## src/rtl/gopd_pkg.sv

```systemverilog
// Shared types, codes and helpers for the grid occupancy point decimator.
package gopd_pkg;

    // Operation codes carried with each input beat.
    localparam logic OP_POINT = 1'b0;
    localparam logic OP_CLEAR = 1'b1;

    // Result field widths fixed by the interface.
    localparam int unsigned COUNT_W   = 20;
    localparam int unsigned CELL_W    = 19;
    localparam logic [COUNT_W-1:0] COUNT_MAX = {COUNT_W{1'b1}};

    // Occupancy memory word width and the select width inside one word.
    localparam int unsigned WORD_BITS = 32;
    localparam int unsigned BIT_SEL_W = 5;

    // Depth of the queue between the address pipeline and the occupancy engine.
    localparam int unsigned QUEUE_DEPTH = 4;

    // Configuration register indexes.
    typedef enum logic [1:0] {
        REG_TIME_ORIGIN  = 2'd0,
        REG_VALUE_ORIGIN = 2'd1,
        REG_TIME_SCALE   = 2'd2,
        REG_VALUE_SCALE  = 2'd3
    } t_cfg_reg;

    typedef struct packed {
        logic [31:0] time_origin;
        logic [31:0] value_origin;
        logic [31:0] time_scale;
        logic [31:0] value_scale;
    } t_cfg;

    typedef enum logic [1:0] {
        ST_SWEEP,
        ST_FETCH,
        ST_CHECK
    } t_back_state;

    // Cell index width: enough for every cell, and at least one word address bit.
    function automatic int unsigned gopd_idx_w(input int unsigned cells);
        int unsigned w;
        w = $clog2(cells);
        return (w > BIT_SEL_W) ? w : BIT_SEL_W + 1;
    endfunction

endpackage

```

## src/rtl/gopd_fifo.sv

```systemverilog
// Small register queue between the address pipeline and the occupancy engine.
module gopd_fifo
    import gopd_pkg::*;
#(
    parameter int unsigned WIDTH = 84,
    parameter int unsigned DEPTH = 4
) (
    input  logic             i_clk,
    input  logic             i_rst_n,
    input  logic             i_push,
    input  logic [WIDTH-1:0] i_data,
    output logic             o_full,
    input  logic             i_pop,
    output logic [WIDTH-1:0] o_data,
    output logic             o_empty
);

    localparam int unsigned PTR_W = (DEPTH > 1) ? $clog2(DEPTH) : 1;
    localparam int unsigned CNT_W = $clog2(DEPTH + 1);

    logic [WIDTH-1:0] r_slot [0:DEPTH-1];
    logic [PTR_W-1:0] r_wr_ptr, r_rd_ptr;
    logic [CNT_W-1:0] r_count;
    logic             do_push, do_pop;

    assign o_full  = (r_count == CNT_W'(DEPTH));
    assign o_empty = (r_count == '0);
    assign do_push = i_push && !o_full;
    assign do_pop  = i_pop && !o_empty;
    assign o_data  = r_slot[r_rd_ptr];

    always_ff @(posedge i_clk) begin
        if (!i_rst_n) begin
            r_wr_ptr <= '0;
            r_rd_ptr <= '0;
            r_count  <= '0;
        end else begin
            if (do_push) begin
                r_wr_ptr <= (r_wr_ptr == PTR_W'(DEPTH - 1)) ? '0 : r_wr_ptr + 1'b1;
            end
            if (do_pop) begin
                r_rd_ptr <= (r_rd_ptr == PTR_W'(DEPTH - 1)) ? '0 : r_rd_ptr + 1'b1;
            end
            if (do_push && !do_pop) begin
                r_count <= r_count + 1'b1;
            end else if (do_pop && !do_push) begin
                r_count <= r_count - 1'b1;
            end
        end
    end

    always_ff @(posedge i_clk) begin
        if (do_push) begin
            r_slot[r_wr_ptr] <= i_data;
        end
    end

endmodule

```

## config.mk

```make
export PLATFORM = sky130hd
export DESIGN_NAME = gopd_fifo
export DESIGN_NICKNAME = d
export VERILOG_FILES = /design/src/rtl/gopd_pkg.sv /design/src/rtl/gopd_fifo.sv
export SDC_FILE = /design/constraint.sdc
export NUM_CORES = 1
export LEC_CHECK = 0
export ABC_AREA = 1
export CORE_UTILIZATION = 50
export CTS_CLUSTER_DIAMETER = 40
export DETAILED_ROUTE_END_ITERATION = 16
export DONT_BUFFER_PORTS = 1
export GPL_TIMING_DRIVEN = 1
export PLACE_DENSITY = 0.67
export SYNTH_ARGS = -nofsm -noshare
export SYNTH_HDL_FRONTEND = slang
export SYNTH_SLANG_ARGS = --single-unit
```

## constraint.sdc

```tcl
create_clock -name i_clk -period 5 [get_ports i_clk]
set_clock_uncertainty 0.15 [all_clocks]
set_input_delay 1 -clock i_clk [delete_from_list [all_inputs] [get_ports i_clk]]
set_output_delay 1 -clock i_clk [all_outputs]
set_load 0.02 [all_outputs]
```

# [Word level (Yosys, flattened, before mapping)]
# Memory sizes are Yosys's and may differ from the RTL's. A register that Yosys moved wholly into a read port is not among the register bits.
# Index checks and enable logic that the tools add are counted.
# W data, S select, Z words.
[totals] regBits=7 mem_bits_rw=336 input_bits=88 out_inout_bits=86 word_cells=29 mem_count=1
[mem_list] memory="r_slot" depth=4 word_bits=84 read_ports=1 rd_ports_with_merged_regs=1 write_ports=1 line="gopd_fifo.sv:21" text="logic [WIDTH-1:0] r_slot [0:DEPTH-1];"
[classes] add_sub_neg=4 n_eq_ne=3 mux=8 reduce_logical=10
[op_table] operator="$mux W2" n=4
[op_table] operator="$mux W3" n=2
[op_table] operator="$add A2 B1 Y2 const B" n=2
[op_table] operator="$eq A2 B2 Y1 const B" n=2
[op_table] operator="$logic_and A1 B1 Y1" n=4
[op_table] operator="$logic_not A1 Y1" n=4
[op_table] operator="$add A3 B1 Y3 const B" n=1
[op_table] operator="$eq A3 B3 Y1 const B" n=1
[op_table] operator="$logic_not A3 Y1" n=1
[op_table] operator="$sub A3 B1 Y3 const B" n=1
[op_table] operator="$mux W1" n=2
[op_table] operator="$reduce_bool A2 Y1" n=1

# [Logic depth before layout (Yosys ltp)]
# Gate-level depths: netlist (run 1).
[depth] ltp_word=7 depth_mapped=13 ltp_nobuf=13

# [Worst setup path after synthesis (run 1)]
# OpenSTA, ideal clock, no wires.
[synth_path] path_kind="input to register" startpoint="in i_push" endpoint="mem r_slot[0][0] (enable)" setup_time_ps=527 arrival_ps=4645 t_required_ps=4323 slack_ps=-322 path_stages=2 n_path_buf=0 path_cell_list="nand2_1 nor2_1"
[synth_between] elab_chain_len=3
[synth_lines] item="from (decl)" line="gopd_fifo.sv:10" text="input logic i_push,"
[synth_lines] item="$logic_and A1 B1 Y1" line="gopd_fifo.sv:28" text="assign do_push = i_push && !o_full;"
[synth_lines] item="$mux W1" line="gopd_fifo.sv:53" text="if (do_push) begin"
[synth_lines] item="$mux W1 (not written as such)" line="gopd_fifo.sv:54" text="r_slot[r_wr_ptr] <= i_data;"
[synth_lines] item="to (decl)" line="gopd_fifo.sv:21"
# Every way passes these cells.

==> results by group, run 1 <==
Floorplanning
  • I/O pin count: 174
  • Row cnt: 59
  • Core area: about 26,000 um^2
  • Die area: 27,800 um^2
  • Initial Util: 51.5%
  • DIE WIDTH: roughly 170 um
  • Die height: 167 um

Critical path
  • Crit. End Element: primary output
  • Worst EP arrival: between 2000 and 3000 ps
  • R2R Path End: r_slot[1][79]
  • Worst reg-to-reg setup slack: 2360 ps
  • Worst endpoint required time: ~3900 ps
  • Slowest stage delay, CP: 660 ps
  • Kind of critical path: flip-flop to primary output
  • CP Max Fanout: 104
  • Startpoint types: flip-flop
  • RR Startpoint: r_count[1]
  • Slowest CP cell: inv_8
  • CP cell instances: inv_8, buf_4, o21ai_0, o22ai_2
  • R2R depth: 5
  • CP Capture Point: o_data[11]

Clocking
  • PostCTS Resize Cnt: 0
  • Root Driver: clkbuf_16
  • CTS Buffer Depth: 3
  • Num CTS Buffers: 44
  • Htree depth: 2
  • Number of setup buffers added after CTS: 0
  • Post-CTS Hold Buffers: 0
  • Clk pin slew, worst setup/hold paths: around 50 ps
  • Num Clock Sinks: 345
  • Clock Latency Late Sink: between 500 and 600 ps
  • TritonCTS clock tree: done

Finish
  • Reg area: 10,300 um^2
  • Syn-to-layout area delta: 13.0%
  • Finished Layout Cells: around 1.3k
  • # diodes: 0
  • Share of layout cells above drive strength 1: 20.9%
  • Multi-input gate area: 2890 um^2
  • Commonest non-fill, non-tap cells in the layout: edfxtp_1, nor2_1, o21ai_0
  • Post-layout util: 58.2%
  • Final nets: 986
  • Most common cell after layout, fill and taps aside: edfxtp_1
  • Fillcell total: 1,982

GRT
  • Pin count of the biggest net entering global routing: 105
  • Met2 usage: roughly a third
  • Grt met1 use: a little over a fifth
  • Global route hottest layer: met2
  • First-pass GRT wire length: 40,200 um
  • Initial antenna violation count: 0
  • Global Route Usage Sum: 18.8%
  • Grt total ovfl: 0
  • Number of global-route vias before repair: 7,385
  • Met3 Usage GRT: 5.85%

Route
  • # DRC: 0
  • Iter 0 DRT Violations: between 500 and 600
  • Final wirelength: 25,800 um
  • Post-DRT Antenna Nets: 0
  • DRT Pass-1 Iters: 5
  • Via Count: slightly above 7k
  • WL/cell: 20.4 um
  • DR vias/cell: 5.66

STA
  • Max_slew headroom: 37.3%
  • Min Tclk post-route: 4010 ps
  • Slew @ Worst Pin: 940 ps
  • Final setup fails: 0
  • RSZ-0062 raised after global routing: no
  • Final hold violations: 0
  • Tcrit/Tclk final: between 80% and 90%
  • Max Slew Vio Count: 0
  • Achievable frequency: 0.249 GHz
  • Final Worst Setup Slack: 992 ps

Power
  • Peak supply drop: ~0.36 mV
  • Pwr/cell area: 589 nW/um^2
  • Leak pwr: 5.00 nW

Placed design
  • Post-detail-place hpwl: 13,900 um
  • Worst slack, placed: around 1500 ps
  • GP Congestion: 0.749
  • IO buf count: 0
  • Placed cells: 1,180

Min path
  • Worst hold path type: flip-flop to flip-flop

Synth
  • Post-Syn Nets: 979
  • Post-synth cell types: 23
  • Avg Inst Size Synth: 15.4 um^2
  • Register area share after synthesis: 75.6%
  • Post-synthesis register bit count: 345
  • Post-synth design cell area: 13,600 um^2
  • Mapped Cells: roughly 880
  • Syn. warnings: 0

Job
  • Max cap viols: 0

Outcome
  • Status: complete, no violations
[where the power goes]
group	internal, mW	total, mW	switching [mW]
Clock	1.98	3.19	1.21
Combinational	0.512	2.18	1.67
Sequential	3.53	3.66	0.136
[critical path, delay by kind of cell (launching register included)]
| kind | cells | cell delay (ps) |
|---|---|---|
| buf+inv | 2 | 1160 |
| flops | 1 | 580 |
| compound gates | 2 | 440 |
[layer usage]
metal,vias up,wire length [um],part of all wire [%]
li1,3334,-,-
met1,3513,10300,40
met2,227,12800,50
met3,60,1930,7.5
met4,0,676,2.6
met5,-,0,0
[cell families after synthesis]
family,count (synthesis),synth area share (%)
buffers and inverters,73,3.27
AO/OA/AOI/OAI,256,12.5
adder cells (fa/ha/maj),7,0.700
flip-flops,345,75.6
AND/OR/NAND/NOR,203,7.88
[stage by stage]
step	area [um^2]	power, mW	TNS [ps]	hold slack, ps
after detailed placement	13800	5.94	0	356
after global placement	13800	5.90	0	347
after global routing	15300	9.44	0	387
after CTS	15300	9.13	0	369
after floorplan	13600	5.58	-108330	330
final	15300	9.03	0	362
[synth_stat cells (all sizes together)]
library cell / instances / area share [%]
nand4: 1 / 0.046
edfxtp: 336 / 74
nor2: 185 / 7.3
fa: 1 / 0.15
nand3: 1 / 0.037
inv: 19 / 0.56
ha: 6 / 0.55
nand2: 15 / 0.41
dfxtp: 9 / 1.3
clkbuf: 27 / 0.75
o21ai: 170 / 6.7
nand3b: 1 / 0.055
o22ai: 84 / 5.7
a21oi: 2 / 0.074
buf: 27 / 2.0
[how the worst min path moves through the flow]
stage	start	to	slack [ps]	depth (start not counted)
floorplan	r_count[0]	r_count[0]	330	2
global placement	r_count[0]	r_count[0]	350	2
detailed placement	r_count[0]	r_count[0]	360	2
CTS	r_count[0]	r_count[0]	370	2
global route	i_data[77]	r_slot[2][77]	390	0
finish	r_count[0]	r_count[0]	360	2
[cell type report]
| class | instances | share of cell area [%] |
|---|---|---|
| Sequential cell | 345 | 67.0 |
| Multi-Input combinational cell | 466 | 18.9 |
| Clock buffer | 49 | 7.58 |
| Tap cell | 335 | 2.73 |
| Clock inverter | 31 | 2.41 |
| Timing Repair Buffer | 15 | 0.897 |
| Inverter | 19 | 0.522 |
[flip-flops by register name, summed over array words and instances, names as in the netlist, named ones only]
signal,count
r_count,3
r_slot,336
r_wr_ptr,2
r_rd_ptr,2
No activity file was read; power rests on OpenSTA's default activity.
==> run 2: changes to the inputs <==
PLACE_DENSITY = 0.64   (was 0.67)
clock period = 4 ns   (was 5 ns; I/O delays follow)
==> results by group, run 2 (synthesis results as in run 1) <==
Outcome
  • Status: complete, no violations

Clocking
  • PostCTS Resize Cnt: 0
  • TritonCTS clock tree: done
  • Root Driver: clkbuf_16
  • CTS Buffer Depth: 3
  • Num Clock Sinks: roughly 350
  • Num CTS Buffers: 42
  • Clock Latency Late Sink: 510 ps
  • Post-CTS Hold Buffers: 0
  • Clk pin slew, worst setup/hold paths: 50 ps
  • Htree depth: 2
  • Number of setup buffers added after CTS: 0

Critical path
  • Slowest CP cell: o22ai_1
  • R2R depth: 5
  • Worst endpoint required time: 3050 ps
  • Largest delay share family, worst path: buffers and inverters
  • CP cell instances: inv_8, buf_12, nor2_1, o22ai_1
  • Worst Path Buf+Inv: 2
  • Startpoint types: flip-flop
  • Worst reg-to-reg setup slack: roughly 1600 ps
  • RR Startpoint: r_count[1]
  • Slowest stage delay, CP: 530 ps
  • Kind of critical path: flip-flop to primary output
  • Crit. End Element: primary output
  • CP Max Fanout: 92
  • R2R Path End: r_slot[2][67]
  • Worst EP arrival: 2390 ps

Job
  • Max cap viols: 0

STA
  • Max_slew headroom: 55.1%
  • Achievable frequency: approximately 0.3 GHz
  • Final Worst Setup Slack: between 600 and 700 ps
  • Setup TNS: 0 ps
  • Tcrit/Tclk final: 83.5%
  • Final setup fails: 0
  • Final hold violations: 0
  • RSZ-0062 raised after global routing: no
  • Max Slew Vio Count: 0
  • Slew @ Worst Pin: 673 ps
  • Hold slack: 227 ps
  • Min Tclk post-route: 3340 ps

Placed design
  • IO buf count: 0
  • Post-detail-place hpwl: around 13,000 um
  • Worst slack, placed: 1180 ps
  • DP Area: 13,800 um^2
  • Placed cells: 1,178
  • GP Congestion: 0.703

Route
  • Final wirelength: 25,300 um
  • DR top layer: met4
  • DRT Pass-1 Iters: 4
  • Met2 WL: ~12,000 um
  • Via Count: 6,949
  • WL/cell: 20.1 um
  • DR vias/cell: around 5.5
  • # DRC: 0
  • WL met1: 10,100 um
  • Iter 0 DRT Violations: 475
  • Met3 wire length: 2130 um
  • Post-DRT Antenna Nets: 0

Finish
  • Fillcell total: 2,018
  • Post-route cell area: 15,300 um^2
  • # diodes: 0
  • Syn-to-layout area delta: 12.5%
  • Final nets: 982
  • Largest Register: r_slot
  • Finished Layout Cells: 1,255
  • Share of layout cells above drive strength 1: 19.1%
  • Commonest non-fill, non-tap cells in the layout: edfxtp_1, nor2_1, o21ai_0
  • Biggest regs: r_slot (336), r_count (3)
  • Most common cell after layout, fill and taps aside: edfxtp_1
  • Max FFs per register: 336

Min path
  • Hold Path End: r_slot[3][61]
  • Hold Path Stages: 0
  • Hold_sp: i_data[61]
  • Worst hold path type: input port to flip-flop

Power
  • Pwr/cell area: 729 nW/um^2
  • Leak pwr: 4.97 nW
  • Peak supply drop: 0.545 mV

GRT
  • First-pass GRT wire length: roughly 39,000 um
  • Pin count of the biggest net entering global routing: 93
  • Number of global-route vias before repair: 7,180
  • Initial antenna violation count: 0
  • Global Route Usage Sum: between 10% and 20%
  • Grt total ovfl: 0

Floorplanning
  • Core area: 26,400 um^2
  • Row cnt: between 50 and 60
  • Die height: roughly 170 um
  • Die area: 27,800 um^2
  • Initial Util: 51.5%
  • DIE WIDTH: 167 um
  • I/O pin count: 174
==> run 2: cell count changes in the layout (fill, tap and decap cells not counted), sizes merged <==
cell,before,now
clkbuf,49,56
bufinv,5,6
clkinv,15,13
inv,27,20
buf,15,13
clkinvlp,3,1
==> run 2: stage by stage <==
stage	utilization [%]	power [mW]
floorplan	-	6.97
global placement	52.5	7.41
detailed placement	52.5	7.45
CTS	57.9	11.3
global route	57.9	11.6
finish	57.9	11.1
==> run 2: worst max-delay path by stage <==
| stage | start | to | slack, ps | cells past startpoint |
|---|---|---|---|---|
| floorplan | i_push | r_slot[0][0] | -1120 | 2 |
| global placement | flip-flop | o_data[52] | 1200 | 4 |
| global route | flip-flop | o_data[52] | 540 | 4 |
| finish | flip-flop | o_data[52] | 660 | 4 |
| CTS | flip-flop | o_data[52] | 650 | 4 |
| detailed placement | flip-flop | o_data[52] | 1180 | 4 |
==> run 2: cell type report <==
| cell class | count | area, um^2 | area share [%] |
|---|---|---|---|
| clock buffers | 56 | 1170 | 7.65 |
| clock inverters | 21 | 264 | 1.73 |
| inverters | 19 | 80.1 | 0.524 |
| multi-input cells | 466 | 2890 | 18.9 |
| flip-flops and latches | 345 | 10300 | 67.3 |
| well taps | 335 | 419 | 2.75 |
| repair buffers | 13 | 173 | 1.13 |
==> run 2: where the power goes <==
part / leakage (nW) / total (mW) / switching, mW / internal, mW
Clock: 0.692 / 3.80 / 1.36 / 2.44
Combinational: 1.12 / 2.79 / 2.12 / 0.664
Sequential: 3.15 / 4.54 / 0.132 / 4.41
==> run 2: worst reg2reg max path, cell delays in order (launching register included) <==
cell and delay (ps):
dfxtp_1 370, nor2_1 80, nand2_1 110, nand2_1 300
nor2_4 490, buf_12 470
==> run 2: metal layers <==
metal / global-route usage (%) / vias to the layer above
li1: - / 3323
met3: 6.80 / 39
met5: 0 / -
met1: 21.6 / 3413
met4: 6.20 / 0
met2: 31.1 / 174
==> run 3: changes to the inputs <==
clock period = 3.45 ns   (was 4 ns; I/O delays follow)
==> results by group, run 3 (synthesis results as in run 1) <==
Critical path
  • Worst endpoint required time: 2610 ps
  • Crit. End Element: primary output
  • Most frequent cell on the critical path: buf_12
  • R2R depth: 9
  • CP Max Fanout: 84
  • RR Startpoint: r_count[1]
  • Worst Path Buf+Inv: 3
  • R2R Path End: r_count[1]
  • Worst EP arrival: 2180 ps
  • Startpoint types: flip-flop
  • Slowest stage delay, CP: 470 ps
  • Kind of critical path: flip-flop to primary output
  • Worst reg-to-reg setup slack: 1110 ps
  • Largest delay share family, worst path: buffers and inverters
  • Slowest CP cell: o22ai_1
  • CP cell instances: buf_12, clkinv_2, buf_12, o21ai_0, o22ai_1

Finish
  • Largest Register: r_slot
  • Final nets: 1,016
  • Max FFs per register: 336
  • Finished Layout Cells: 1,288
  • Most common cell after layout, fill and taps aside: edfxtp_1
  • Biggest regs: r_slot (336), r_count (3)
  • Fillcell total: 1,952
  • Reg area: a little over 10,000 um^2
  • Syn-to-layout area delta: 14.3%
  • Commonest non-fill, non-tap cells in the layout: edfxtp_1, nor2_1, o21ai_0
  • Share of layout cells above drive strength 1: between 20% and 30%
  • Multi-input gate area: 2890 um^2
  • Post-layout util: 58.9%
  • # diodes: 0

STA
  • RSZ-0062 raised after global routing: no
  • Max_slew headroom: 50.5%
  • Slew @ Worst Pin: around 740 ps
  • Achievable frequency: roughly 0.33 GHz
  • Max Slew Vio Count: 0
  • Min Tclk post-route: 3020 ps
  • Final setup fails: 0
  • Final Worst Setup Slack: 434 ps
  • Tcrit/Tclk final: between 80% and 90%
  • Final hold violations: 0
  • Setup TNS: 0 ps

Placed design
  • Placed cells: 1,211
  • Post-detail-place hpwl: 14,000 um
  • IO buf count: 0
  • Worst slack, placed: 987 ps
  • GP Congestion: 0.744

Power
  • Clock Power Share: 33.1%
  • Sw Share: 33.0%
  • Pwr/cell area: 849 nW/um^2
  • Final Total Pwr: approximately 13 mW
  • Reg power frac: between 30% and 40%
  • Peak supply drop: just over 0.6 mV
  • Psw: 4.35 mW
  • Internal cell power: 8.82 mW
  • Gate power share: 27.2%
  • Leak pwr: 5.12 nW

Route
  • Post-DRT Antenna Nets: 0
  • DR vias/cell: approximately 5.6
  • # DRC: 0
  • Final wirelength: 26,000 um
  • Iter 0 DRT Violations: 470
  • DRT Pass-1 Iters: 4
  • Via Count: 7,177
  • WL/cell: ~20 um

Floorplanning
  • Row cnt: 59
  • Die height: 167 um
  • Initial Util: 51.5%
  • I/O pin count: around 170
  • Core area: around 26,000 um^2
  • Die area: 27,800 um^2
  • DIE WIDTH: roughly 170 um

Clocking
  • CTS Buffer Depth: 3
  • PostCTS Resize Cnt: 0
  • Number of setup buffers added after CTS: 0
  • TritonCTS clock tree: done
  • Clk pin slew, worst setup/hold paths: 60 ps
  • Post-CTS Hold Buffers: 0
  • Num Clock Sinks: 345
  • Root Driver: clkbuf_16
  • Num CTS Buffers: 43
  • Clock Latency Late Sink: 520 ps
  • Htree depth: 2

GRT
  • Initial antenna violation count: 0
  • First-pass GRT wire length: 40,200 um
  • Global Route Usage Sum: 18.9%
  • Number of global-route vias before repair: 7,333
  • Grt total ovfl: 0
  • Pin count of the biggest net entering global routing: 85

Min path
  • Hold_sp: i_data[73]
  • Worst hold path type: input port to flip-flop
  • Hold Path Stages: 0
  • Hold Path End: r_slot[0][73]

Job
  • Max cap viols: 0

Outcome
  • Status: complete, no violations
[run 3: how the worst max path moves through the flow]
stage	start	end	cells after the start
CTS	flip-flop	o_data[25]	5
floorplan	i_push	r_slot[0][0]	2
finish	flip-flop	o_data[25]	5
detailed placement	flip-flop	o_data[25]	5
global placement	flip-flop	o_data[25]	5
global route	flip-flop	o_data[63]	4
[run 3: layout make-up]
class / count / area share, %
multi-input combinational: 466 / 18.6
clock inverter: 27 / 1.97
timing repair buffer: 46 / 2.87
clock buffer: 50 / 7.10
inverter: 19 / 0.516
tap: 335 / 2.70
sequential: 345 / 66.2
[run 3: worst reg2reg max path: stages (launching register included)]
cell	delay, ps
dfxtp_1	340
nor2_1	160
nand2_1	120
nand2_1	380
inv_1	90
ha_1	230
inv_1	90
fa_1	410
o21ai_0	200
nor2_1	60
[run 3: power groups by stage]
stage,logic (mW),clock network [mW],registers [mW]
after floorplan,2.74,0,5.32
after global placement,3.60,0,5.31
after detailed placement,3.63,0,5.32
after CTS,3.64,4.45,5.23
after global routing,3.88,4.61,5.27
final,3.58,4.35,5.23
[run 3: stage by stage]
| step | hold WS (ps) | cell area [um^2] |
|---|---|---|
| 6_report | 105 | 15500 |
| 4_1_cts | 79.1 | 15500 |
| 3_3_place_gp | 347 | 14100 |
| 3_5_place_dp | 353 | 14100 |
| 5_1_grt | 82.4 | 15500 |
| 2_1_floorplan | 330 | 13600 |
[run 3: routing by layer]
metal	GRT usage, %	vias up	wire (um)
li1	-	3394	-
met1	22.8	3520	10700
met2	31.9	211	12800
met3	5.63	52	1780
met4	7.25	0	685
met5	0	-	0
